**config.mk**
```make
export PLATFORM = sky130hd
export DESIGN_NAME = c_subset_lexer
export DESIGN_NICKNAME = d
export VERILOG_FILES = /design/src/design/csl_pkg.sv /design/src/design/c_subset_lexer.sv
export SDC_FILE = /design/constraint.sdc
export NUM_CORES = 1
export LEC_CHECK = 0
export ABC_CLOCK_PERIOD_IN_PS = 7820
export BUFFER_PORTS_ARGS = -buffer_cell sky130_fd_sc_hd__buf_4
export CAP_MARGIN = 20
export CORE_ASPECT_RATIO = 1.5
export CORE_MARGIN = 3
export CORE_UTILIZATION = 48
export CTS_CLUSTER_SIZE = 20
export DETAILED_ROUTE_END_ITERATION = 12
export PLACE_DENSITY = 0.75
export SYNTH_ARGS = -nofsm -noshare
export SYNTH_HDL_FRONTEND = slang
export SYNTH_SLANG_ARGS = --single-unit
export TNS_END_PERCENT = 5
```
**constraint.sdc**
```tcl
create_clock -name clk -period 7.82 [get_ports clk]
set_clock_uncertainty 0.1 [all_clocks]
set_input_delay 0.391 -clock clk [delete_from_list [all_inputs] [get_ports clk]]
set_output_delay 0.391 -clock clk [all_outputs]
set_load 0.02 [all_outputs]
```
**src/design/csl_pkg.sv**
```systemverilog
// Package for the C-subset lexer: payload types, scan modes, codes and character helpers.
`default_nettype none
package csl_pkg;

  localparam int CH_W   = 7;
  localparam int KIND_W = 4;
  localparam int VAL_W  = 32;
  localparam int KW_W   = 4;
  localparam int HASH_W = 24;
  localparam int LINE_W = 24;
  localparam int NLEN_W = 3;
  localparam int PFX_N  = 6;
  localparam int KW_N   = 10;
  localparam int Q_N    = 3;

  localparam logic [HASH_W-1:0] HASH_START = 24'd5381;
  localparam logic [HASH_W-1:0] HASH_MUL   = 24'd66;
  localparam logic [LINE_W-1:0] LINE_MAX   = 24'hFF_FFFF;
  localparam logic [NLEN_W-1:0] NLEN_MAX   = 3'd7;

  // result kinds
  localparam logic [KIND_W-1:0] K_ERR    = 4'd0;
  localparam logic [KIND_W-1:0] K_END    = 4'd1;
  localparam logic [KIND_W-1:0] K_NUM    = 4'd2;
  localparam logic [KIND_W-1:0] K_CHR    = 4'd3;
  localparam logic [KIND_W-1:0] K_STREND = 4'd4;
  localparam logic [KIND_W-1:0] K_ID     = 4'd5;
  localparam logic [KIND_W-1:0] K_KW     = 4'd6;
  localparam logic [KIND_W-1:0] K_OP     = 4'd7;
  localparam logic [KIND_W-1:0] K_STRCH  = 4'd8;

  // characters with a role of their own
  localparam logic [CH_W-1:0] CH_NUL   = 7'h00;
  localparam logic [CH_W-1:0] CH_BS    = 7'h08;
  localparam logic [CH_W-1:0] CH_LF    = 7'h0a;
  localparam logic [CH_W-1:0] CH_CR    = 7'h0d;
  localparam logic [CH_W-1:0] CH_SP    = 7'h20;
  localparam logic [CH_W-1:0] CH_BANG  = 7'h21;
  localparam logic [CH_W-1:0] CH_DQ    = 7'h22;
  localparam logic [CH_W-1:0] CH_AMP   = 7'h26;
  localparam logic [CH_W-1:0] CH_SQ    = 7'h27;
  localparam logic [CH_W-1:0] CH_STAR  = 7'h2a;
  localparam logic [CH_W-1:0] CH_PLUS  = 7'h2b;
  localparam logic [CH_W-1:0] CH_MINUS = 7'h2d;
  localparam logic [CH_W-1:0] CH_SLASH = 7'h2f;
  localparam logic [CH_W-1:0] CH_ZERO  = 7'h30;
  localparam logic [CH_W-1:0] CH_LT    = 7'h3c;
  localparam logic [CH_W-1:0] CH_EQ    = 7'h3d;
  localparam logic [CH_W-1:0] CH_GT    = 7'h3e;
  localparam logic [CH_W-1:0] CH_BSL   = 7'h5c;
  localparam logic [CH_W-1:0] CH_B     = 7'h62;
  localparam logic [CH_W-1:0] CH_N     = 7'h6e;
  localparam logic [CH_W-1:0] CH_R     = 7'h72;
  localparam logic [CH_W-1:0] CH_BAR   = 7'h7c;

  // two-character operator codes
  localparam logic [CH_W-1:0] SYM_EQEQ = 7'h65;
  localparam logic [CH_W-1:0] SYM_LE   = 7'h6c;
  localparam logic [CH_W-1:0] SYM_GE   = 7'h67;
  localparam logic [CH_W-1:0] SYM_NE   = 7'h6e;
  localparam logic [CH_W-1:0] SYM_INC  = 7'h69;
  localparam logic [CH_W-1:0] SYM_DEC  = 7'h64;
  localparam logic [CH_W-1:0] SYM_AND  = 7'h61;
  localparam logic [CH_W-1:0] SYM_OR   = 7'h6f;
  localparam logic [CH_W-1:0] SYM_NONE = 7'h00;

  typedef enum logic [11:0] {
    M_IDLE      = 12'b0000_0000_0001,
    M_NUM       = 12'b0000_0000_0010,
    M_IDENT     = 12'b0000_0000_0100,
    M_STR       = 12'b0000_0000_1000,
    M_STR_ESC   = 12'b0000_0001_0000,
    M_CHR_OPEN  = 12'b0000_0010_0000,
    M_CHR_ESC   = 12'b0000_0100_0000,
    M_CHR_CLOSE = 12'b0000_1000_0000,
    M_OP        = 12'b0001_0000_0000,
    M_LINE_CMT  = 12'b0010_0000_0000,
    M_BLK_CMT   = 12'b0100_0000_0000,
    M_BLK_STAR  = 12'b1000_0000_0000
  } mode_t;

  typedef struct packed {
    logic [CH_W-1:0] ch;
    logic            end_of_input;
  } in_beat_t;

  typedef struct packed {
    logic [KIND_W-1:0] kind;
    logic [VAL_W-1:0]  value;
    logic [KW_W-1:0]   keyword_index;
    logic [CH_W-1:0]   symbol;
    logic [HASH_W-1:0] name_hash;
    logic [LINE_W-1:0] line;
    logic              last;
  } out_beat_t;

  typedef logic [PFX_N-1:0][CH_W-1:0] prefix_t;

  typedef struct packed {
    logic            hit;
    logic [KW_W-1:0] idx;
  } kw_hit_t;

  function automatic logic is_digit(input logic [CH_W-1:0] c);
    return (c >= 7'h30) && (c <= 7'h39);
  endfunction

  function automatic logic is_letter(input logic [CH_W-1:0] c);
    return ((c >= 7'h61) && (c <= 7'h7a)) || ((c >= 7'h41) && (c <= 7'h5a)) || (c == 7'h5f);
  endfunction

  // separators and operators that stand alone
  function automatic logic is_single_op(input logic [CH_W-1:0] c);
    logic r;
    case (c) inside
      7'h7b, 7'h7d, 7'h28, 7'h29, 7'h5b, 7'h5d,
      7'h2c, 7'h3b, 7'h2a, 7'h25, 7'h5e, 7'h7e: r = 1'b1;
      default:                                  r = 1'b0;
    endcase
    return r;
  endfunction

  // characters that may start a two-character operator or a comment
  function automatic logic is_pair_start(input logic [CH_W-1:0] c);
    logic r;
    case (c) inside
      CH_EQ, CH_LT, CH_GT, CH_BANG, CH_PLUS, CH_MINUS,
      CH_AMP, CH_BAR, CH_SLASH: r = 1'b1;
      default:                  r = 1'b0;
    endcase
    return r;
  endfunction

  function automatic logic [CH_W-1:0] decode_escape(input logic [CH_W-1:0] c);
    logic [CH_W-1:0] r;
    case (c)
      CH_N:    r = CH_LF;
      CH_R:    r = CH_CR;
      CH_B:    r = CH_BS;
      CH_ZERO: r = CH_NUL;
      default: r = c;
    endcase
    return r;
  endfunction

  // SYM_NONE when c does not complete a pair
  function automatic logic [CH_W-1:0] pair_code(input logic [CH_W-1:0] first,
                                                input logic [CH_W-1:0] c);
    logic [CH_W-1:0] r;
    r = SYM_NONE;
    if (c == CH_EQ) begin
      case (first)
        CH_EQ:   r = SYM_EQEQ;
        CH_LT:   r = SYM_LE;
        CH_GT:   r = SYM_GE;
        CH_BANG: r = SYM_NE;
        default: r = SYM_NONE;
      endcase
    end else if (c == first) begin
      case (c)
        CH_PLUS:  r = SYM_INC;
        CH_MINUS: r = SYM_DEC;
        CH_AMP:   r = SYM_AND;
        CH_BAR:   r = SYM_OR;
        default:  r = SYM_NONE;
      endcase
    end
    return r;
  endfunction

  // keyword text, first character in the low bits
  function automatic prefix_t kw_text(input logic [KW_W-1:0] k);
    prefix_t r;
    unique case (k)
      4'd0:    r = {7'h00, 7'h00, 7'h64, 7'h69, 7'h6f, 7'h76};
      4'd1:    r = {7'h00, 7'h00, 7'h72, 7'h61, 7'h68, 7'h63};
      4'd2:    r = {7'h00, 7'h00, 7'h00, 7'h74, 7'h6e, 7'h69};
      4'd3:    r = {7'h00, 7'h00, 7'h6d, 7'h75, 7'h6e, 7'h65};
      4'd4:    r = {7'h00, 7'h00, 7'h00, 7'h00, 7'h66, 7'h69};
      4'd5:    r = {7'h00, 7'h00, 7'h65, 7'h73, 7'h6c, 7'h65};
      4'd6:    r = {7'h00, 7'h65, 7'h6c, 7'h69, 7'h68, 7'h77};
      4'd7:    r = {7'h00, 7'h00, 7'h00, 7'h72, 7'h6f, 7'h66};
      4'd8:    r = {7'h00, 7'h6b, 7'h61, 7'h65, 7'h72, 7'h62};
      4'd9:    r = {7'h6e, 7'h72, 7'h75, 7'h74, 7'h65, 7'h72};
      default: r = '0;
    endcase
    return r;
  endfunction

  function automatic logic [NLEN_W-1:0] kw_len(input logic [KW_W-1:0] k);
    logic [NLEN_W-1:0] r;
    unique case (k)
      4'd0, 4'd1, 4'd3, 4'd5: r = 3'd4;
      4'd2, 4'd7:             r = 3'd3;
      4'd4:                   r = 3'd2;
      4'd6, 4'd8:             r = 3'd5;
      4'd9:                   r = 3'd6;
      default:                r = 3'd0;
    endcase
    return r;
  endfunction

  function automatic kw_hit_t kw_lookup(input prefix_t pfx, input logic [NLEN_W-1:0] len);
    kw_hit_t r;
    r = '0;
    for (int k = 0; k < KW_N; k++) begin
      if (!r.hit && (kw_len(KW_W'(k)) == len) && (kw_text(KW_W'(k)) == pfx)) begin
        r.hit = 1'b1;
        r.idx = KW_W'(k);
      end
    end
    return r;
  endfunction

  function automatic out_beat_t mk_res(input logic [KIND_W-1:0] kind,
                                       input logic [VAL_W-1:0]  value,
                                       input logic [KW_W-1:0]   kw,
                                       input logic [CH_W-1:0]   sym,
                                       input logic [HASH_W-1:0] hash,
                                       input logic [LINE_W-1:0] line);
    out_beat_t r;
    r.kind          = kind;
    r.value         = value;
    r.keyword_index = kw;
    r.symbol        = sym;
    r.name_hash     = hash;
    r.line          = line;
    r.last          = 1'b0;
    return r;
  endfunction

endpackage
`default_nettype wire

```
**src/design/c_subset_lexer.sv**
```systemverilog
// C-subset lexer: one-hot scan state machine feeding a three-entry result queue.
// A result enters the result queue when its input beat is accepted and reaches out_data from slot 0.
// Throughput: one input beat per cycle while in_stall is low; in_stall rises while two
// or more results wait in the queue, as after a beat giving two results.
// Reset (rst_n low, synchronous): scan state idle, line count one, queue empty.
// An end-of-input beat also returns the scan state and line count to reset values.
`default_nettype none
module c_subset_lexer (
  input  wire                 clk,
  input  wire                 rst_n,
  input  wire                 in_valid,
  output logic                in_stall,
  input  wire csl_pkg::in_beat_t in_data,
  output logic                out_valid,
  input  wire                 out_stall,
  output csl_pkg::out_beat_t  out_data
);

  csl_pkg::mode_t                       mode_r, mode_nxt;
  logic [csl_pkg::VAL_W-1:0]            num_r, num_nxt;
  logic [csl_pkg::HASH_W-1:0]           hash_r, hash_nxt;
  csl_pkg::prefix_t                     pfx_r, pfx_nxt;
  logic [csl_pkg::NLEN_W-1:0]           nlen_r, nlen_nxt;
  logic [csl_pkg::CH_W-1:0]             pend_r, pend_nxt;
  logic [csl_pkg::CH_W-1:0]             lit_r, lit_nxt;
  logic [csl_pkg::LINE_W-1:0]           line_r, line_nxt;

  csl_pkg::out_beat_t                   q_r [csl_pkg::Q_N];
  csl_pkg::out_beat_t                   q_nxt [csl_pkg::Q_N];
  logic [1:0]                           cnt_r, cnt_nxt;

  logic                                 acc, pop;
  logic                                 a_v, b_v;
  csl_pkg::out_beat_t                   a_res, b_res, res0, res1;
  logic [1:0]                           n_res;
  logic [1:0]                           base;
  logic                                 again;
  logic [csl_pkg::CH_W-1:0]             c;
  csl_pkg::kw_hit_t                     kw;
  csl_pkg::out_beat_t                   name_res;
  logic [csl_pkg::CH_W-1:0]             pc;

  assign acc       = in_valid && !in_stall;
  assign pop       = out_valid && !out_stall;
  assign in_stall  = cnt_r[1];
  assign out_valid = (cnt_r != 2'd0);
  assign out_data  = q_r[0];
  assign c         = in_data.ch;

  always_comb begin
    kw = csl_pkg::kw_lookup(pfx_r, nlen_r);
    if (kw.hit) begin
      name_res = csl_pkg::mk_res(csl_pkg::K_KW, '0, kw.idx, csl_pkg::SYM_NONE, '0, line_r);
    end else begin
      name_res = csl_pkg::mk_res(csl_pkg::K_ID, '0, '0, csl_pkg::SYM_NONE, hash_r, line_r);
    end
  end

  assign pc = csl_pkg::pair_code(pend_r, c);

  always_comb begin
    mode_nxt = mode_r;
    num_nxt  = num_r;
    hash_nxt = hash_r;
    pfx_nxt  = pfx_r;
    nlen_nxt = nlen_r;
    pend_nxt = pend_r;
    lit_nxt  = lit_r;
    line_nxt = line_r;
    a_v      = 1'b0;
    b_v      = 1'b0;
    a_res    = '0;
    b_res    = '0;
    again    = 1'b0;

    if (in_data.end_of_input) begin
      a_v = 1'b1;
      unique case (mode_r)
        csl_pkg::M_NUM:
          a_res = csl_pkg::mk_res(csl_pkg::K_NUM, num_r, '0, '0, '0, line_r);
        csl_pkg::M_IDENT:
          a_res = name_res;
        csl_pkg::M_STR, csl_pkg::M_STR_ESC:
          a_res = csl_pkg::mk_res(csl_pkg::K_STREND, '0, '0, '0, '0, line_r);
        csl_pkg::M_CHR_OPEN, csl_pkg::M_CHR_ESC:
          a_res = csl_pkg::mk_res(csl_pkg::K_ERR, '0, '0, '0, '0, line_r);
        csl_pkg::M_CHR_CLOSE:
          a_res = csl_pkg::mk_res(csl_pkg::K_CHR, csl_pkg::VAL_W'(lit_r), '0, '0, '0, line_r);
        csl_pkg::M_OP:
          a_res = csl_pkg::mk_res(csl_pkg::K_OP, '0, '0, pend_r, '0, line_r);
        default:
          a_v = 1'b0;
      endcase
      b_v      = 1'b1;
      b_res    = csl_pkg::mk_res(csl_pkg::K_END, '0, '0, '0, '0, line_r);
      mode_nxt = csl_pkg::M_IDLE;
      num_nxt  = '0;
      hash_nxt = csl_pkg::HASH_START;
      pfx_nxt  = '0;
      nlen_nxt = '0;
      pend_nxt = '0;
      lit_nxt  = '0;
      line_nxt = csl_pkg::LINE_W'(1);
    end else begin
      unique case (mode_r)
        csl_pkg::M_NUM: begin
          if (csl_pkg::is_digit(c)) begin
            num_nxt = csl_pkg::VAL_W'(num_r * 32'd10 + csl_pkg::VAL_W'(c) - 32'd48);
          end else begin
            a_v   = 1'b1;
            a_res = csl_pkg::mk_res(csl_pkg::K_NUM, num_r, '0, '0, '0, line_r);
            again = 1'b1;
          end
        end
        csl_pkg::M_IDENT: begin
          if (csl_pkg::is_letter(c) || csl_pkg::is_digit(c)) begin
            hash_nxt = csl_pkg::HASH_W'(hash_r * csl_pkg::HASH_MUL + csl_pkg::HASH_W'(c));
            for (int i = 0; i < csl_pkg::PFX_N; i++) begin
              if (nlen_r == csl_pkg::NLEN_W'(i)) pfx_nxt[i] = c;
            end
            if (nlen_r != csl_pkg::NLEN_MAX) nlen_nxt = nlen_r + 3'd1;
          end else begin
            a_v   = 1'b1;
            a_res = name_res;
            again = 1'b1;
          end
        end
        csl_pkg::M_STR: begin
          if (c == csl_pkg::CH_DQ) begin
            a_v      = 1'b1;
            a_res    = csl_pkg::mk_res(csl_pkg::K_STREND, '0, '0, '0, '0, line_r);
            mode_nxt = csl_pkg::M_IDLE;
          end else if (c == csl_pkg::CH_BSL) begin
            mode_nxt = csl_pkg::M_STR_ESC;
          end else begin
            a_v   = 1'b1;
            a_res = csl_pkg::mk_res(csl_pkg::K_STRCH, csl_pkg::VAL_W'(c), '0, '0, '0, line_r);
          end
        end
        csl_pkg::M_STR_ESC: begin
          a_v      = 1'b1;
          a_res    = csl_pkg::mk_res(csl_pkg::K_STRCH,
                                     csl_pkg::VAL_W'(csl_pkg::decode_escape(c)),
                                     '0, '0, '0, line_r);
          mode_nxt = csl_pkg::M_STR;
        end
        csl_pkg::M_CHR_OPEN: begin
          if (c == csl_pkg::CH_BSL) begin
            mode_nxt = csl_pkg::M_CHR_ESC;
          end else begin
            lit_nxt  = c;
            mode_nxt = csl_pkg::M_CHR_CLOSE;
          end
        end
        csl_pkg::M_CHR_ESC: begin
          lit_nxt  = csl_pkg::decode_escape(c);
          mode_nxt = csl_pkg::M_CHR_CLOSE;
        end
        csl_pkg::M_CHR_CLOSE: begin
          a_v = 1'b1;
          if (c == csl_pkg::CH_SQ) begin
            a_res    = csl_pkg::mk_res(csl_pkg::K_CHR, csl_pkg::VAL_W'(lit_r), '0, '0, '0,
                                       line_r);
            mode_nxt = csl_pkg::M_IDLE;
          end else begin
            a_res = csl_pkg::mk_res(csl_pkg::K_ERR, csl_pkg::VAL_W'(c), '0, '0, '0, line_r);
            again = 1'b1;
          end
        end
        csl_pkg::M_OP: begin
          if (pend_r == csl_pkg::CH_SLASH && c == csl_pkg::CH_SLASH) begin
            mode_nxt = csl_pkg::M_LINE_CMT;
          end else if (pend_r == csl_pkg::CH_SLASH && c == csl_pkg::CH_STAR) begin
            mode_nxt = csl_pkg::M_BLK_CMT;
          end else if (pc != csl_pkg::SYM_NONE) begin
            a_v      = 1'b1;
            a_res    = csl_pkg::mk_res(csl_pkg::K_OP, '0, '0, pc, '0, line_r);
            mode_nxt = csl_pkg::M_IDLE;
          end else begin
            a_v   = 1'b1;
            a_res = csl_pkg::mk_res(csl_pkg::K_OP, '0, '0, pend_r, '0, line_r);
            again = 1'b1;
          end
        end
        csl_pkg::M_LINE_CMT: begin
          if (c == csl_pkg::CH_LF) mode_nxt = csl_pkg::M_IDLE;
        end
        csl_pkg::M_BLK_CMT: begin
          if (c == csl_pkg::CH_STAR) mode_nxt = csl_pkg::M_BLK_STAR;
        end
        csl_pkg::M_BLK_STAR: begin
          if (c == csl_pkg::CH_SLASH) begin
            mode_nxt = csl_pkg::M_IDLE;
          end else if (c != csl_pkg::CH_STAR) begin
            mode_nxt = csl_pkg::M_BLK_CMT;
          end
        end
        default: again = 1'b1;
      endcase

      // start of a new token
      if (again) begin
        mode_nxt = csl_pkg::M_IDLE;
        if (c == csl_pkg::CH_SP || c == csl_pkg::CH_LF || c == csl_pkg::CH_CR) begin
          mode_nxt = csl_pkg::M_IDLE;
        end else if (csl_pkg::is_digit(c)) begin
          num_nxt  = csl_pkg::VAL_W'(c) - 32'd48;
          mode_nxt = csl_pkg::M_NUM;
        end else if (csl_pkg::is_letter(c)) begin
          hash_nxt = csl_pkg::HASH_W'(csl_pkg::HASH_START * csl_pkg::HASH_MUL
                                      + csl_pkg::HASH_W'(c));
          pfx_nxt    = '0;
          pfx_nxt[0] = c;
          nlen_nxt   = csl_pkg::NLEN_W'(1);
          mode_nxt   = csl_pkg::M_IDENT;
        end else if (c == csl_pkg::CH_DQ) begin
          mode_nxt = csl_pkg::M_STR;
        end else if (c == csl_pkg::CH_SQ) begin
          mode_nxt = csl_pkg::M_CHR_OPEN;
        end else if (csl_pkg::is_single_op(c)) begin
          b_v   = 1'b1;
          b_res = csl_pkg::mk_res(csl_pkg::K_OP, '0, '0, c, '0, line_r);
        end else if (csl_pkg::is_pair_start(c)) begin
          pend_nxt = c;
          mode_nxt = csl_pkg::M_OP;
        end else begin
          b_v   = 1'b1;
          b_res = csl_pkg::mk_res(csl_pkg::K_ERR, csl_pkg::VAL_W'(c), '0, '0, '0, line_r);
        end
      end

      if (c == csl_pkg::CH_LF && line_r != csl_pkg::LINE_MAX) line_nxt = line_r + 24'd1;
    end
  end

  // pack results, mark the final one
  always_comb begin
    res0  = a_v ? a_res : b_res;
    res1  = b_res;
    n_res = {1'b0, a_v} + {1'b0, b_v};
    if (n_res == 2'd2) begin
      res1.last = 1'b1;
    end else begin
      res0.last = 1'b1;
    end
  end

  // result queue: slot 0 is the head
  always_comb begin
    base = cnt_r - {1'b0, pop};
    q_nxt[0] = pop ? q_r[1] : q_r[0];
    q_nxt[1] = pop ? q_r[2] : q_r[1];
    q_nxt[2] = q_r[2];
    for (int i = 0; i < csl_pkg::Q_N; i++) begin
      if (acc && n_res != 2'd0 && base == 2'(i)) q_nxt[i] = res0;
      if (acc && n_res == 2'd2 && base + 2'd1 == 2'(i)) q_nxt[i] = res1;
    end
    cnt_nxt = acc ? base + n_res : base;
  end

  always_ff @(posedge clk) begin
    for (int i = 0; i < csl_pkg::Q_N; i++) begin
      q_r[i] <= q_nxt[i];
    end
  end

  always_ff @(posedge clk) begin
    if (!rst_n) begin
      cnt_r  <= 2'd0;
      mode_r <= csl_pkg::M_IDLE;
      num_r  <= '0;
      hash_r <= csl_pkg::HASH_START;
      pfx_r  <= '0;
      nlen_r <= '0;
      pend_r <= '0;
      lit_r  <= '0;
      line_r <= csl_pkg::LINE_W'(1);
    end else begin
      cnt_r <= cnt_nxt;
      if (acc) begin
        mode_r <= mode_nxt;
        num_r  <= num_nxt;
        hash_r <= hash_nxt;
        pfx_r  <= pfx_nxt;
        nlen_r <= nlen_nxt;
        pend_r <= pend_nxt;
        lit_r  <= lit_nxt;
        line_r <= line_nxt;
      end
    end
  end

  a_eoi_clears: assert property (@(posedge clk) disable iff (!rst_n)
    acc && in_data.end_of_input |=> mode_r == csl_pkg::M_IDLE && line_r == 24'd1)
    else $error("scan state not cleared after end of input");

  a_eoi_result: assert property (@(posedge clk) disable iff (!rst_n)
    acc && in_data.end_of_input |=> out_valid)
    else $error("no end token queued after end of input");

  a_str_char_one: assert property (@(posedge clk) disable iff (!rst_n)
    acc && !in_data.end_of_input && mode_r == csl_pkg::M_STR &&
    in_data.ch != csl_pkg::CH_DQ && in_data.ch != csl_pkg::CH_BSL
    |=> cnt_r == $past(cnt_r) + 2'd1 - {1'b0, $past(pop)})
    else $error("string character beat did not queue exactly one result");

  a_line_nonzero: assert property (@(posedge clk) disable iff (!rst_n)
    acc |=> line_r != 24'd0)
    else $error("line count reached zero");

endmodule
`default_nettype wire
```
### Yosys cells after proc, flatten, opt, wreduce, memory -nomap -nowiden

Memory sizes are Yosys's and may differ from the RTL's.
Index checks and enable logic that the tools add are counted.

| storage, ports and cells | value |
|---|---|
| register bits after elaboration | 153 |
| memory bits (writable) | 288 |
| input port bits | 12 |
| output and inout bits | 98 |
| logic and storage cells | 355 |
| memories kept | 1 |

Memory list:

| name | words | bits a word | read ports | clocked after memory_dff | wr ports | line | RTL |
|---|---|---|---|---|---|---|---|
| q_r | 3 | 96 | 3 | 0 | 3 | c_subset_lexer.sv:28 | `csl_pkg::out_beat_t q_r [csl_pkg::Q_N];` |

| operators by class | value |
|---|---|
| add/sub/neg operators | 11 |
| multipliers | 2 |
| magnitude comparators | 6 |
| equality and inequality tests | 90 |
| muxes and demuxes | 158 |
| reductions and logical operators | 73 |

Operators by type and width:

| kind | count |
|---|---|
| 96-bit 2-to-1 mux | 12 |
| 95-bit 2-to-1 mux | 11 |
| 96-bit one-hot mux with 6 select lines | 1 |
| 95-bit one-hot mux with 6 select lines | 1 |
| 42-bit 2-to-1 mux | 7 |
| 94-bit 2-to-1 mux | 3 |
| 24-bit 2-to-1 mux | 9 |
| 32-bit 2-to-1 mux | 6 |
| 28-bit by 42-bit == test with 1-bit output (first input constant) | 4 |
| 7-bit by 6-bit == test with 1-bit output (second input constant) | 23 |
| 12-bit 2-to-1 mux | 12 |
| 7-bit 2-to-1 mux | 19 |
| 12-bit one-hot mux with 9 select lines | 1 |
| 21-bit by 42-bit == test with 1-bit output (first input constant) | 2 |
| 35-bit by 42-bit == test with 1-bit output (first input constant) | 2 |
| 7-bit == test (second input constant) | 12 |
| 7-bit one-hot mux with 4 select lines | 3 |
| 67-bit 2-to-1 mux | 1 |
| 9-bit 2-to-1 mux | 7 |
| 56-bit 2-to-1 mux | 1 |
| 5-bit 2-to-1 mux | 10 |
| 14-bit by 42-bit == test with 1-bit output (first input constant) | 1 |
| 42-bit == test (first input constant) | 1 |
| 1-bit 2-to-1 mux | 41 |
| other kinds (67) | 150 |

### Depth between registers and ports, before layout

| logic depth | value |
|---|---|
| word-level depth | 47 |
| depth in mapped cells | 24 |
| gate-level depth less buffers | 24 |

### Worst setup path before layout

OpenSTA, ideal clock, no wires.

| timing | value |
|---|---|
| path kind | input -> register |
| start | in in_data[5] (netlist name) |
| end | mem q_r[0][100] (netlist name), enable pin |
| library setup time | 0.400 ns |
| data arrival time | 5.060 ns |
| data required time | 7.320 ns |
| path slack | 2.260 ns |
| cell stages on the path | 20 |
| path buffers | 5 |
| cells stage by stage | buf_2 inv_1 ha_1 nor2b_1 clkbuf_1 and4b_1 and3_1 nor3_1 a311o_2 o211ai_4 o21bai_4 inv_1 ha_1 nor3_1 and2_1 clkbuf_1 nor2_1 clkbuf_1 clkbuf_1 nand2_1 |

RTL lines:

| what | line | RTL |
|---|---|---|
| from (decl) | c_subset_lexer.sv:13 | `input wire csl_pkg::in_beat_t in_data,` |
| to (decl) | c_subset_lexer.sv:28 |  |

### Worst setup path in the final report

| timing | value |
|---|---|
| start | reg num_r[3] (netlist name) |
| end | reg num_r[31] (netlist name) |

| on the way | value |
|---|---|
| longest elaborated chain between the ends | 9 |

RTL lines:

| what | line | RTL |
|---|---|---|
| from (decl) | c_subset_lexer.sv:20 | `logic [csl_pkg::VAL_W-1:0] num_r, num_nxt;` |
| from (signal assigned) | c_subset_lexer.sv:282 | `num_r <= num_nxt;` |
| 32-bit by 3-bit multiplier with 31-bit output (*) | c_subset_lexer.sv:108 | `num_nxt = csl_pkg::VAL_W'(num_r * 32'd10 + csl_pkg::VAL_W'(c) - 32'd48);` |
| 32-bit by 7-bit adder with 32-bit output (*) | c_subset_lexer.sv:108 |  |
| 32-bit by 6-bit subtractor with 32-bit output (*) | c_subset_lexer.sv:108 |  |
| 32-bit 2-to-1 mux (*) | c_subset_lexer.sv:107 | `if (csl_pkg::is_digit(c)) begin` |
| 32-bit 2-to-1 mux (*) | c_subset_lexer.sv:105 | `unique case (mode_r)` |
| 32-bit 2-to-1 mux | c_subset_lexer.sv:206 | `end else if (csl_pkg::is_digit(c)) begin` |
| 32-bit 2-to-1 mux | c_subset_lexer.sv:204 | `if (c == csl_pkg::CH_SP \|\| c == csl_pkg::CH_LF \|\| c == csl_pkg::CH_CR) begin` |
| 32-bit 2-to-1 mux (*) | c_subset_lexer.sv:202 | `if (again) begin` |
| 32-bit 2-to-1 mux (*) | c_subset_lexer.sv:76 | `if (in_data.end_of_input) begin` |

Mark *: on every way between the ends. The rest lies on a longest branch, timed or not.
A chain may end at the register's enable or synchronous reset.

==> PnR_summary.wiki <==
{| class="wikitable"
! Metric !! Value
|-
| Outcome || completed
|-
| Placement Cell Area || about 0.027 mm²
|-
| Setup fix buffers added after clock tree synthesis || 0
|-
| Max VDD drop || roughly 0.00026 V
|-
| TritonCTS Buffers || 44
|-
| Per-cell routed wire length || 21.71 µm
|-
| Most used flip-flop cell after synthesis || sky130_fd_sc_hd__dfxtp_1
|-
| Final slew viol count || 0
|-
| Share of synthesized registers carrying an async set or reset || 0
|-
| I/O Pins || between 100 and 150
|-
| Vias per Instance || 6.236
|-
| Antenna diode count || 0
|-
| Total routing resource utilization after global routing || 0.2671
|-
| TritonCTS clock tree || yes
|-
| Crit end category || flip-flop
|-
| Number of cell rows || 105
|-
| Worst endpoint data arrival time || 6130 ps
|-
| Proportion of layout cells with a drive suffix above 1 || 0.1002
|-
| Via count of the first global-routing pass || 22.50k
|-
| Leading cell types by total area after synthesis || sky130_fd_sc_hd__dfxtp_1 24%, sky130_fd_sc_hd__edfxtp_1 14%, sky130_fd_sc_hd__ha_1 7.7%, sky130_fd_sc_hd__a21oi_1 4.8%, sky130_fd_sc_hd__nor2_1 4.1%
|-
| Overflow after GRT || 0
|-
| TritonRoute pass-1 iters || 6
|-
| Worst slew pin tran || 1173 ps
|-
| Max Cap Violations || 0
|-
| CTS max path bufs || 3
|-
| Netlist area before placement || 0.02678 mm²
|-
| Maximum number of pins on one net before global-route repair || 62
|-
| Total non-filler cell area in the finished layout || 0.02887 mm²
|-
| Classification of the worst-slack hold path || input port to flip-flop
|-
| Leakage component of the power || 11.28 nW
|-
| # clock sinks || 441
|-
| H-tree depth || 2
|-
| Final-layout setup total negative slack || 0 ps
|-
| Die Span Y || 295.3 µm
|-
| Distinct cell type count of the synthesized netlist || 110
|-
| Average footprint of a synthesized cell || 8.729 µm²
|-
| Area of the die || 0.05872 mm²
|-
| Buffer cell driving the clock tree root || sky130_fd_sc_hd__clkbuf_16
|-
| Relative area change from synthesis to final layout || 7.784%
|-
| Worst relative slew slack || 0.2153
|-
| RD Place Congestion || 1.016
|-
| Port Buffer Count || 109
|-
| Half-perimeter wire length after placement || 56.73 mm
|-
| Insertion delay of the later-clocked pin in the worst-skew pair || 590 ps
|-
| Mapped Cells || around 3k
|-
| Count of instances resized after the clock tree is built || 0
|-
| Hold Violations, Final || 0
|-
| Final clock period utilization by the worst path || 0.7334
|-
| Number of flops mapped to enable cells by yosys || approximately 130
|-
| Leading cell types in the layout, fill and taps excluded || 315 x sky130_fd_sc_hd__dfxtp_1, 290 x sky130_fd_sc_hd__nor2_1, 277 x sky130_fd_sc_hd__nand2_1
|-
| Net count after synthesis || 3248
|-
| Worst setup path category || flip-flop to flip-flop
|-
| First-pass GRT wire length || 125.2 mm
|-
| Power density over the cells || between 200 and 300 mW/mm²
|-
| Clock transition at the register clock pins on the worst setup and hold paths after CTS || 70 ps
|-
| CP required || 8210 ps
|-
| Critical Path Fanout Max || 6
|-
| Startpoint Class || flip-flop
|-
| Largest area contributor in the synthesized netlist || sky130_fd_sc_hd__dfxtp_1
|-
| Width of the die || around 200 µm
|-
| Wire length after detailed routing || a little over 80 mm
|-
| Nets || 3157
|-
| Initial core utilization || 0.4877
|-
| Via count || roughly 23k
|-
| Fmax || 174.4 MHz
|-
| Hold-fix buffers at CTS || 0
|-
| Commonest non-fill, non-tap cell in the layout || sky130_fd_sc_hd__dfxtp_1
|-
| Area share of the largest cell type after synthesis || 0.2355
|-
| Min Tclk post-route || approximately 5700 ps
|-
| Final count of negative-setup-slack endpoints || 0
|-
| Total core area || 0.05492 mm²
|-
| Routed Antenna Nets || 0
|-
| Remaining design rule violation count || 0
|-
| Synth warnings || 0
|-
| Unrepaired setup endpoints after global routing || false
|-
| Initial detailed-routing violation count || 1579
|-
| Antenna violations before repair || 0
|-
| Synthesized flop and latch total || 441
|-
| Sequential area share after synthesis || 0.3768
|}
kinds of logic (layout without fill, tap and decap cells):
family / Yosys count / in the layout / synth area share
buffers and inverters: 356 / 301 / 0.06802
adders and majority gates: 168 / 168 / 0.07961
and+or+nand+nor: 1058 / 1058 / 0.1970
AOI/OAI and AO/OA: 878 / 878 / 0.2209
muxes: 55 / 55 / 0.02056
xor gates and xnor gates: 112 / 112 / 0.03714
DFF: 441 / 441 / 0.3768
worst max-delay path, stage by stage, from the launching register on:
cell and delay (ps):
sky130_fd_sc_hd__dfxtp_1 390, sky130_fd_sc_hd__ha_1 300, sky130_fd_sc_hd__ha_1 190, sky130_fd_sc_hd__inv_1 80
sky130_fd_sc_hd__fa_1 470, sky130_fd_sc_hd__nand3b_1 200, sky130_fd_sc_hd__a2111oi_0 570, sky130_fd_sc_hd__o31ai_1 140
sky130_fd_sc_hd__nand2b_1 190, sky130_fd_sc_hd__xor2_1 220, sky130_fd_sc_hd__inv_1 70, sky130_fd_sc_hd__ha_1 350
sky130_fd_sc_hd__nand4_1 150, sky130_fd_sc_hd__a2111o_1 410, sky130_fd_sc_hd__o21ba_2 270, sky130_fd_sc_hd__o31a_1 250
sky130_fd_sc_hd__nand3_1 150, sky130_fd_sc_hd__a31oi_1 330, sky130_fd_sc_hd__a221oi_1 150, sky130_fd_sc_hd__o21bai_1 170
sky130_fd_sc_hd__xnor3_1 240, sky130_fd_sc_hd__o41ai_1 240
worst paths after layout:
path                                          startpoint                        to  slack (ps)  cells past startpoint
worst max register to register     num_r[3]$_SDFFE_PN0P_    num_r[31]$_SDFFE_PN0P_        2080                     21
worst min register to register  q_r[0][267]$_SDFFE_PP0P_  q_r[0][171]$_SDFFE_PP0P_         350                      2
worst min-delay path                            in_valid       cnt_r[1]$_SDFF_PN0_         160                      4
worst max-delay path               num_r[3]$_SDFFE_PN0P_    num_r[31]$_SDFFE_PN0P_        2080                     21
power breakdown:
part | internal (W) | switching (W)
registers | 0.00288 | 0.000210
clock network | 0.00140 | 0.000973
logic | 0.000982 | 0.00177
total | 0.00526 | 0.00295
layout make-up:
type                            count  area (µm²)
Multi-Input combinational cell   2271       14940
Tap cell                          695       869.6
Sequential cell                   441       10090
Fill cell                        5097       26050
Timing Repair Buffer              144        1079
Clock inverter                     20       356.6
Clock buffer                       62        1249
Inverter                           75       282.8
per-layer routing:
metal,vias up,routed length (µm),track usage
met4,0,5533,0.1642
met2,828,40150,0.4756
li1,10960,-,-
met1,11100,30730,0.3028
met5,-,0,0
met3,238,4103,0.03306
registers in the layout, indices dropped and copies added, names as in the netlist:
name and count:
num_r 32, q_r 288, nlen_r 3, pfx_r 42, lit_r 7, mode_r 12
line_r 24, pend_r 7, hash_r 24, cnt_r 2
synthesized netlist by cell type (56+ instances only):
library cell,number
sky130_fd_sc_hd__nand3_1,70
sky130_fd_sc_hd__inv_1,74
sky130_fd_sc_hd__buf_4,115
sky130_fd_sc_hd__edfxtp_1,126
sky130_fd_sc_hd__nand2_1,280
sky130_fd_sc_hd__clkbuf_1,131
sky130_fd_sc_hd__nor2_1,294
sky130_fd_sc_hd__a21oi_1,255
sky130_fd_sc_hd__a211oi_1,67
sky130_fd_sc_hd__xor2_1,56
sky130_fd_sc_hd__dfxtp_1,315
sky130_fd_sc_hd__ha_1,164
sky130_fd_sc_hd__o21ai_0,168
sky130_fd_sc_hd__nor3_1,107
sky130_fd_sc_hd__nor2b_1,58
through the flow:
step	power, W	worst slack, ps	hold WS [ps]	utilization	std cells
2_1_floorplan	0.005212	2260	324.9	-	3068
4_1_cts	0.008249	2110	139.2	0.5255	3707
3_3_place_gp	0.005829	2016	336.3	0.4963	3625
6_report	0.008212	2085	157.6	0.5256	3708
3_5_place_dp	0.005870	1903	349.5	0.4963	3625
5_1_grt	0.008625	1703	176.1	0.5256	3708
(Power assumes the default switching activity.)
